<file path="src/rtl/mmn_pkg.sv">
// Shared types and constants for the magnetometer min/max normalizer.
`timescale 1ns / 1ps
`default_nettype none
package mmn_pkg;
	localparam int SAMPLE_BITS_DEF = 16;
	localparam int FRAC_BITS_DEF   = 12;
	localparam int NORM_BITS       = 16;
	localparam int FLAG_BITS       = 3;
	localparam int AXES            = 3;
	localparam int CFG_IDX_BITS    = 3;
	localparam logic [NORM_BITS-1:0] OUT_MAX = 16'h7fff;
	localparam logic [NORM_BITS-1:0] OUT_MIN = 16'h8000;

	localparam logic [CFG_IDX_BITS-1:0] REG_TRACKING_ON = 3'd0;
	localparam logic [CFG_IDX_BITS-1:0] REG_FIXED_MID_X = 3'd1;
	localparam logic [CFG_IDX_BITS-1:0] REG_FIXED_MID_Y = 3'd2;
	localparam logic [CFG_IDX_BITS-1:0] REG_FIXED_MID_Z = 3'd3;
	localparam logic [CFG_IDX_BITS-1:0] REG_FIXED_SPAN_X = 3'd4;
	localparam logic [CFG_IDX_BITS-1:0] REG_FIXED_SPAN_Y = 3'd5;
	localparam logic [CFG_IDX_BITS-1:0] REG_FIXED_SPAN_Z = 3'd6;

	localparam logic FUNC_NORMALIZE = 1'b0;
	localparam logic FUNC_CLEAR     = 1'b1;

	typedef enum logic [1:0] {L_IDLE, L_PREP, L_DIV, L_FIN} lane_state_t;
	typedef enum logic [1:0] {T_IDLE, T_BUSY, T_HOLD} top_state_t;
endpackage
`default_nettype wire

</file>
<file path="src/rtl/mmn_lane.sv">
// One axis: range tracking, bit-serial divide, rounding and saturation.
`timescale 1ns / 1ps
`default_nettype none
module mmn_lane #(
	parameter int SAMPLE_BITS = mmn_pkg::SAMPLE_BITS_DEF,
	parameter int FRAC_BITS   = mmn_pkg::FRAC_BITS_DEF
) (
	input  wire                             clk,
	input  wire                             arst_n,
	input  wire                             start,
	input  wire                             clear,
	input  wire                             tracking_on,
	input  wire  [SAMPLE_BITS-1:0]          sample,
	input  wire  [SAMPLE_BITS:0]            fixed_mid,
	input  wire  [SAMPLE_BITS-1:0]          fixed_span,
	output logic                            done,
	output logic [mmn_pkg::NORM_BITS-1:0]   norm,
	output logic                            zero_flag,
	output logic                            sat_flag
);
	localparam int SB = SAMPLE_BITS;
	localparam int DW = SB + 1;
	localparam int AW = SB + 2;
	localparam int MW = SB + 3;
	localparam int NW = SB + FRAC_BITS + 3;
	localparam int CW = $clog2(NW);
	localparam int NB = mmn_pkg::NORM_BITS;

	mmn_pkg::lane_state_t state_q, state_d;
	logic signed [SB-1:0] hi_q, lo_q, s_q;
	logic                 clr_q, trk_q, neg_q;
	logic [DW-1:0]        d_q, rem_q;
	logic [NW-1:0]        nsh_q, quo_q;
	logic [CW-1:0]        cnt_q;

	logic [SB:0]   mid_trk, span_trk;
	logic [MW-1:0] m_ext, s2_ext, diff, mag;
	logic [DW-1:0] d_sel;
	logic [NW-1:0] num;
	logic [DW:0]   trial;
	logic          ge, over;

	always_comb begin
		mid_trk  = {hi_q[SB-1], hi_q} + {lo_q[SB-1], lo_q};
		span_trk = {hi_q[SB-1], hi_q} - {lo_q[SB-1], lo_q};
		m_ext    = trk_q ? {{2{mid_trk[SB]}}, mid_trk} : {{2{fixed_mid[SB]}}, fixed_mid};
		d_sel    = trk_q ? span_trk : {1'b0, fixed_span};
		s2_ext   = {{2{s_q[SB-1]}}, s_q, 1'b0};
		diff     = s2_ext - m_ext;
		mag      = diff[MW-1] ? (MW'(0) - diff) : diff;
		num      = {1'b0, mag[AW-1:0], {FRAC_BITS{1'b0}}}
			+ {{(NW-DW+1){1'b0}}, d_sel[DW-1:1]};
		trial    = {rem_q, nsh_q[NW-1]};
		ge       = trial >= {1'b0, d_q};
		over     = neg_q ? (quo_q > NW'(mmn_pkg::OUT_MIN))
			: (quo_q > NW'(mmn_pkg::OUT_MAX));
	end

	always_comb begin
		state_d = state_q;
		unique case (state_q)
			mmn_pkg::L_IDLE: if (start) state_d = mmn_pkg::L_PREP;
			mmn_pkg::L_PREP: begin
				if (clr_q || d_sel == DW'(0)) state_d = mmn_pkg::L_IDLE;
				else state_d = mmn_pkg::L_DIV;
			end
			mmn_pkg::L_DIV: if (cnt_q == CW'(NW - 1)) state_d = mmn_pkg::L_FIN;
			mmn_pkg::L_FIN: state_d = mmn_pkg::L_IDLE;
			default: state_d = mmn_pkg::L_IDLE;
		endcase
	end

	always_ff @(posedge clk or negedge arst_n) begin
		if (!arst_n) begin
			state_q <= mmn_pkg::L_IDLE;
			hi_q    <= '0;
			lo_q    <= '0;
			done    <= 1'b0;
		end else begin
			state_q <= state_d;
			done    <= 1'b0;
			if (state_q == mmn_pkg::L_IDLE && start) begin
				if (clear) begin
					hi_q <= '0;
					lo_q <= '0;
				end else if (tracking_on) begin
					if ($signed(sample) > hi_q) hi_q <= sample;
					else if ($signed(sample) < lo_q) lo_q <= sample;
				end
			end
			if (state_q == mmn_pkg::L_PREP && (clr_q || d_sel == DW'(0))) done <= 1'b1;
			if (state_q == mmn_pkg::L_FIN) done <= 1'b1;
		end
	end

	always_ff @(posedge clk) begin
		unique case (state_q)
			mmn_pkg::L_IDLE: begin
				s_q   <= sample;
				clr_q <= clear;
				trk_q <= tracking_on;
			end
			mmn_pkg::L_PREP: begin
				norm      <= '0;
				sat_flag  <= 1'b0;
				zero_flag <= !clr_q && d_sel == DW'(0);
				d_q       <= d_sel;
				neg_q     <= diff[MW-1];
				nsh_q     <= num;
				rem_q     <= '0;
				quo_q     <= '0;
				cnt_q     <= '0;
			end
			mmn_pkg::L_DIV: begin
				rem_q <= ge ? DW'(trial - {1'b0, d_q}) : trial[DW-1:0];
				quo_q <= {quo_q[NW-2:0], ge};
				nsh_q <= {nsh_q[NW-2:0], 1'b0};
				cnt_q <= cnt_q + CW'(1);
			end
			mmn_pkg::L_FIN: begin
				sat_flag <= over;
				if (over) norm <= neg_q ? mmn_pkg::OUT_MIN : mmn_pkg::OUT_MAX;
				else norm <= neg_q ? (NB'(0) - quo_q[NB-1:0]) : quo_q[NB-1:0];
			end
			default: ;
		endcase
	end
endmodule
`default_nettype wire

</file>
<file path="src/rtl/magnetometer_minmax_normalizer.sv">
// Top level: stream ports, configuration registers, three axis lanes and the result merge.
// Magnetometer min/max normalizer.
// Input beats on s_axis: tdata holds sample_x/y/z, tuser is func (1 clears the
// tracked ranges and returns an all-zero result). Each beat gives one result
// beat on m_axis: tdata holds norm_x/y/z (Q3.12), tuser the zero-span and
// saturated flags. The three axes run in parallel lanes; each lane updates its
// range at the accepting edge, then prepares the dividend (adding half the
// span for rounding), runs its bit-serial restoring divider and saturates the
// quotient; the merge then loads the output register. On a clear beat, and in
// a lane with a zero span, the divider is skipped; a lane that finishes early
// waits for the others. One beat is in the lanes at a time; s_axis_tready is
// high while the lanes are idle, also while a finished result waits in the
// output register. If m_axis stalls, a second result is held in the lanes
// until the output register frees.
// Reset clears the tracked ranges, sets tracking on and zeroes the fixed
// registers. Configuration writes via cfg_we/cfg_index/cfg_data take effect
// at once; the user must make them only while the block is idle, as the
// block itself does not enforce this.
`timescale 1ns / 1ps
`default_nettype none
module magnetometer_minmax_normalizer #(
	parameter int SAMPLE_BITS = mmn_pkg::SAMPLE_BITS_DEF,
	parameter int FRAC_BITS   = mmn_pkg::FRAC_BITS_DEF
) (
	input  wire                                  clk,
	input  wire                                  arst_n,
	input  wire                                  cfg_we,
	input  wire  [mmn_pkg::CFG_IDX_BITS-1:0]     cfg_index,
	input  wire  [SAMPLE_BITS:0]                 cfg_data,
	input  wire                                  s_axis_tvalid,
	output logic                                 s_axis_tready,
	// sample_x, sample_y, sample_z
	input  wire  [((3*SAMPLE_BITS+7)/8)*8-1:0]   s_axis_tdata,
	// func
	input  wire                                  s_axis_tuser,
	output logic                                 m_axis_tvalid,
	input  wire                                  m_axis_tready,
	// norm_x, norm_y, norm_z
	output logic [3*mmn_pkg::NORM_BITS-1:0]      m_axis_tdata,
	// zero_span_flags, saturated_flags
	output logic [2*mmn_pkg::FLAG_BITS-1:0]      m_axis_tuser
);
	localparam int SB = SAMPLE_BITS;
	localparam int NB = mmn_pkg::NORM_BITS;

	logic                tracking_q;
	logic [SB:0]         fmid_q  [mmn_pkg::AXES];
	logic [SB-1:0]       fspan_q [mmn_pkg::AXES];
	mmn_pkg::top_state_t state_q, state_d;
	logic                start;
	logic [mmn_pkg::AXES-1:0] done, zf, sf;
	logic [mmn_pkg::AXES-1:0] done_q;
	logic [NB-1:0]       norm [mmn_pkg::AXES];
	logic                load;

	always_ff @(posedge clk or negedge arst_n) begin
		if (!arst_n) begin
			tracking_q <= 1'b1;
			for (int i = 0; i < mmn_pkg::AXES; i++) begin
				fmid_q[i]  <= '0;
				fspan_q[i] <= '0;
			end
		end else if (cfg_we) begin
			unique case (cfg_index)
				mmn_pkg::REG_TRACKING_ON:  tracking_q <= cfg_data[0];
				mmn_pkg::REG_FIXED_MID_X:  fmid_q[0]  <= cfg_data;
				mmn_pkg::REG_FIXED_MID_Y:  fmid_q[1]  <= cfg_data;
				mmn_pkg::REG_FIXED_MID_Z:  fmid_q[2]  <= cfg_data;
				mmn_pkg::REG_FIXED_SPAN_X: fspan_q[0] <= cfg_data[SB-1:0];
				mmn_pkg::REG_FIXED_SPAN_Y: fspan_q[1] <= cfg_data[SB-1:0];
				mmn_pkg::REG_FIXED_SPAN_Z: fspan_q[2] <= cfg_data[SB-1:0];
				default: ;
			endcase
		end
	end

	assign start = s_axis_tvalid && s_axis_tready;

	for (genvar a = 0; a < mmn_pkg::AXES; a++) begin : g_lane
		mmn_lane #(.SAMPLE_BITS(SAMPLE_BITS), .FRAC_BITS(FRAC_BITS)) u_lane (
			.clk        (clk),
			.arst_n     (arst_n),
			.start      (start),
			.clear      (s_axis_tuser == mmn_pkg::FUNC_CLEAR),
			.tracking_on(tracking_q),
			.sample     (s_axis_tdata[a*SB +: SB]),
			.fixed_mid  (fmid_q[a]),
			.fixed_span (fspan_q[a]),
			.done       (done[a]),
			.norm       (norm[a]),
			.zero_flag  (zf[a]),
			.sat_flag   (sf[a])
		);
	end

	always_comb begin
		state_d       = state_q;
		s_axis_tready = 1'b0;
		load          = 1'b0;
		unique case (state_q)
			mmn_pkg::T_IDLE: begin
				s_axis_tready = 1'b1;
				if (s_axis_tvalid) state_d = mmn_pkg::T_BUSY;
			end
			mmn_pkg::T_BUSY: begin
				if (&(done_q | done)) begin
					if (!m_axis_tvalid || m_axis_tready) begin
						load    = 1'b1;
						state_d = mmn_pkg::T_IDLE;
					end else begin
						state_d = mmn_pkg::T_HOLD;
					end
				end
			end
			mmn_pkg::T_HOLD: begin
				if (!m_axis_tvalid || m_axis_tready) begin
					load    = 1'b1;
					state_d = mmn_pkg::T_IDLE;
				end
			end
			default: state_d = mmn_pkg::T_IDLE;
		endcase
	end

	always_ff @(posedge clk or negedge arst_n) begin
		if (!arst_n) begin
			state_q       <= mmn_pkg::T_IDLE;
			m_axis_tvalid <= 1'b0;
			done_q        <= '0;
		end else begin
			state_q <= state_d;
			if (load) m_axis_tvalid <= 1'b1;
			else if (m_axis_tready) m_axis_tvalid <= 1'b0;
			// lanes may finish on different cycles
			if (load) done_q <= '0;
			else done_q <= done_q | done;
		end
	end

	always_ff @(posedge clk) begin
		if (load) begin
			m_axis_tdata <= {norm[2], norm[1], norm[0]};
			m_axis_tuser <= {sf, zf};
		end
	end
endmodule
`default_nettype wire
</file>
<file path="config.mk">
export PLATFORM = sky130hd
export DESIGN_NAME = magnetometer_minmax_normalizer
export DESIGN_NICKNAME = d
export VERILOG_FILES = /design/src/rtl/mmn_pkg.sv /design/src/rtl/mmn_lane.sv /design/src/rtl/magnetometer_minmax_normalizer.sv
export SDC_FILE = /design/constraint.sdc
export NUM_CORES = 2
export LEC_CHECK = 0
export ABC_AREA = 1
export BUFFER_PORTS_ARGS = -buffer_cell sky130_fd_sc_hd__buf_2
export CELL_PAD_IN_SITES_DETAIL_PLACEMENT = 2
export CELL_PAD_IN_SITES_GLOBAL_PLACEMENT = 2
export CORE_ASPECT_RATIO = 0.9
export CORE_MARGIN = 3
export CORE_UTILIZATION = 42
export DETAILED_ROUTE_END_ITERATION = 8
export MAX_ROUTING_LAYER = met4
export PLACE_DENSITY = 0.92
export SETUP_SLACK_MARGIN = 0.1
export SLEW_MARGIN = 20
export SYNTH_ARGS = -nofsm -noshare
export SYNTH_HDL_FRONTEND = slang
export SYNTH_SLANG_ARGS = --single-unit
</file>
<file path="constraint.sdc">
create_clock -name clk -period 12.55 [get_ports clk]
set_clock_uncertainty 0.2 [all_clocks]
set_input_delay 1.255 -clock clk [delete_from_list [all_inputs] [get_ports clk]]
set_output_delay 1.255 -clock clk [all_outputs]
set_load 0.05 [all_outputs]
</file>
==> results.md <==
- The biggest area contributor in the post-synthesis netlist is sky130_fd_sc_hd__edfxtp_1.
- The first-pass GRT wire length is 298 mm.
- The critical path start-end classification is reg -> reg.
- After technology mapping, the gate count stands at 5355.
- The slew at the pin with the worst max-slew slack is 1.19 ns.
- The clock transition at the registers of the reported paths is 0.07 ns.
- The number of remaining DRC errors is 0.
- Yosys mapped a number of flops with a built-in enable equal to 468.
- The pre-antenna-repair detailed-routing pass consisted of 6 iterations.
- Sorting the synthesized cells by area gives the leading types as sky130_fd_sc_hd__edfxtp_1 32%, sky130_fd_sc_hd__nand2_1 12%, sky130_fd_sc_hd__dfrtp_1 12%.
- For this design, the slowest cell found on the critical path is sky130_fd_sc_hd__fa_1.
- CTS placed an instance of sky130_fd_sc_hd__clkbuf_16 at the clock tree root.
- The worst max-slew margin expressed relative to the limit is 0.203.
- The final number of hold-violating endpoints is 0.
- After synthesis the cells add up to 43800 um^2.
- The startpoint of the worst hold path is g_lane[1].u_lane.norm[13]$_SDFFCE_PN0P_.
- In the finished design, the share of the clock period the worst path needs comes to 0.647.
- The number of nets in the synthesized netlist is 5775.
- A synthesized cell averages 8.18 um^2.
- The start of the worst register-to-register path is g_lane[2].u_lane.hi_q[0]$_DFFE_PN0P_.
- Data on the critical path arrives at its endpoint at 8.37 ns.
- In the global route stage, met1 resource usage came out at 0.420.
- The top-level port count is 130.
- The worst reg-to-reg path cell count is 42.
- In the post-synthesis netlist, the cell with the most instances is sky130_fd_sc_hd__nand2_1.
- Summed over all failing endpoints, the final setup total negative slack is 0 ns.
- The via count of the first global-routing pass is 46500.
- The most common cell type on the critical path is sky130_fd_sc_hd__nand2_1.
- The via-per-instance ratio is 6.12.
- Synthesis inferred 679 register bits.
- The die width is 346 um.
- In the final layout, the share of cells above drive strength 1 is 0.0870.
- The reg-to-reg critical path endpoint is g_lane[2].u_lane.nsh_q[25]$_DFFE_PP_.
- The min-delay analysis places its worst path in the category reg -> reg.
- The sequential area share after synthesis is 0.441.
- The most used flip-flop cell after synthesis is sky130_fd_sc_hd__edfxtp_1.
- The area inside the core boundary is 103000 um^2.
- In the synthesized netlist, the cells that appear most often are 1418 x sky130_fd_sc_hd__nand2_1, 730 x sky130_fd_sc_hd__inv_1, 468 x sky130_fd_sc_hd__edfxtp_1.
- In this run, the number of DRC markers left after iteration 0 of detailed routing was 3790.
- The clock period could shrink to 8.12 ns.
- The number of hold-repair buffers added at the cts stage is 0.
- The most crowded layer after global routing is met2.
- Setup violations remaining at the end of the flow were counted as 0.
- The achievable clock frequency is 123 MHz.
- The run finished with clean final reports.
- The final layout contains 5857 nets.
- STA puts the critical path data required time at 12.80 ns.
- The met2 track utilization from global routing is 0.622.
- The count of instances resized after the clock tree is built is 0.
- Entering global routing, the biggest net connects 93 pins.
- After detailed routing, the total wire length is 202 mm.
- The endpoint kind of the worst setup timing path is a flip-flop.
- The placement row count is 111.
- The routability congestion estimate from global placement is 0.895.
- Detailed placement finished with a half-perimeter wire length of 123 mm.
- Measured along the y axis, the die boundary spans 312 um.
- The number of antenna violations at the first check in global routing is 10.
- The post-detailed-route wirelength per cell is 29.5 um.
- The number of different library cells in the post-synthesis netlist is 61.
- Max-cap violations in this run came to 0.
- Across every metal layer, demand over resource in global routing totals 0.366.
- The filler cell count in the final layout is 11300.
- The leftover overflow at the end of global routing is 0.
- The minimum setup slack among reg-to-reg paths is 4.43 ns.
- From synthesis to final layout, the design area changed by 10.8%.
- The share of synthesized area in the top cell type comes to 0.321.
- The count of antenna-violating nets left after detailed routing is 0.
- The initial utilization of the core area, before any placement, comes to 0.427.
- The count of buffers from port buffering is 129.
- Post-CTS timing repair inserted 0 buffers for setup.
- Yosys printed 0 warnings.
- The number of max-slew violations in the final report is 0.
- Setup repair after global routing left no endpoint under its margin.
- The worst hold path terminates at m_axis_tdata[29]$_DFFE_PP_.
- Of all nets on the critical path, the largest fanout is 25.
- The met3 routing resource usage after global routing is 0.0559.
- The H-tree was split into 3 levels.
- The number of buffers inserted during clock tree synthesis is 80.
- The maximum buffer depth of the clock tree is 3.
- The async set or reset register ratio after synthesis is 0.311.
- The later pin in the worst-skew pair is clocked with a latency of 0.72 ns.
- The number of cells traversed by the worst hold path is 0.
- The delay of the slowest cell on the worst path is 0.45 ns.
- The startpoint class of the critical path is a flip-flop.
- The die outline area is 108000 um^2.
- The clock net sink count is 679.
- TritonCTS built the clock tree.
- The routed layout has 42100 vias.
==> registers in the layout (all words and copies together), names as in the netlist, 6 cells and up, named ones only <==
signal               cells
g_lane.u_lane.nsh_q     93
g_lane.u_lane.quo_q     93
fmid_q                  51
g_lane.u_lane.d_q       51
g_lane.u_lane.rem_q     51
fspan_q                 48
g_lane.u_lane.hi_q      48
g_lane.u_lane.lo_q      48
g_lane.u_lane.norm      48
g_lane.u_lane.s_q       48
m_axis_tdata            48
g_lane.u_lane.cnt_q     15
m_axis_tuser             6
==> how the worst max path moves through the flow <==
stage                                                     from                              endpoint  slack (ns)  depth (start not counted)
after floorplan           g_lane[2].u_lane.lo_q[0]$_DFFE_PN0P_  g_lane[2].u_lane.nsh_q[26]$_DFFE_PP_        6.93                         40
after global placement    g_lane[2].u_lane.lo_q[0]$_DFFE_PN0P_  g_lane[2].u_lane.nsh_q[26]$_DFFE_PP_        5.99                         40
after detailed placement  g_lane[2].u_lane.lo_q[0]$_DFFE_PN0P_  g_lane[2].u_lane.nsh_q[26]$_DFFE_PP_        5.21                         39
after CTS                 g_lane[2].u_lane.hi_q[0]$_DFFE_PN0P_  g_lane[2].u_lane.nsh_q[25]$_DFFE_PP_        4.67                         42
after global routing      g_lane[2].u_lane.hi_q[0]$_DFFE_PN0P_  g_lane[2].u_lane.nsh_q[25]$_DFFE_PP_        3.91                         42
final                     g_lane[2].u_lane.hi_q[0]$_DFFE_PN0P_  g_lane[2].u_lane.nsh_q[25]$_DFFE_PP_        4.43                         42
==> cells by family after synthesis <==
family / synth area share
xor+xnor: 0.0272
fa+ha+maj: 0.101
compound gates: 0.116
mux: 0.00411
buf+inv: 0.0805
simple gates: 0.230
flops: 0.441
==> layout by cell type (no fill, tap or decap), drive strengths merged, types with 104 or more instances in the layout <==
| master | netlist | final |
|---|---|---|
| ha | 331 | 331 |
| nand3 | 309 | 309 |
| edfxtp | 468 | 468 |
| a21oi | 349 | 349 |
| dfrtp | 210 | 210 |
| nor2 | 347 | 347 |
| xor2 | 107 | 107 |
| o21ai | 461 | 461 |
| nand2 | 1471 | 1471 |
| clkbuf | 118 | 104 |
| buf | 30 | 148 |
| inv | 757 | 765 |
==> metrics by stage <==
| stage | setup slack, ns | std cells | cell area [um^2] | hold WS (ns) | utilization |
|---|---|---|---|---|---|
| after floorplan | 6.93 | 5355 | 43800 | 0.200 | - |
| after global placement | 5.99 | 6708 | 45700 | 0.203 | 0.445 |
| after detailed placement | 5.21 | 6708 | 45700 | 0.207 | 0.445 |
| after CTS | 4.67 | 6856 | 48400 | 0.216 | 0.472 |
| after global routing | 3.91 | 6868 | 48500 | 0.221 | 0.473 |
| final | 4.43 | 6870 | 48500 | 0.218 | 0.473 |
==> metal layers <==
layer	part of all wire	wire (um)
met2	0.49	99300
met1	0.38	77700
met4	0.065	13200
met3	0.060	12100
met5	0	0
==> layout make-up <==
cell class | instances | area (um^2) | share of cell area
inverters | 766 | 2880 | 0.0594
repair buffers | 148 | 846 | 0.0174
clock inverters | 44 | 444 | 0.00915
flip-flops and latches | 679 | 19300 | 0.398
well taps | 1356 | 1700 | 0.0350
multi-input cells | 3762 | 21000 | 0.433
diodes | 11 | 27.5 | 0.000567
clock buffers | 104 | 2270 | 0.0467
==> worst max-delay path, delay by kind of cell (launching register included) <==
kind | cells | cell delay, ns
adder cells (fa/ha/maj) | 4 | 1.39
AND/OR/NAND/NOR | 26 | 3.85
XOR/XNOR | 1 | 0.22
flip-flops | 1 | 0.43
buffers and inverters | 5 | 0.53
AO/OA/AOI/OAI | 6 | 1.20
Power is left out: the tool's default activity adds up to more than one toggle a clock period on the data nets, which glitch-free logic cannot reach.
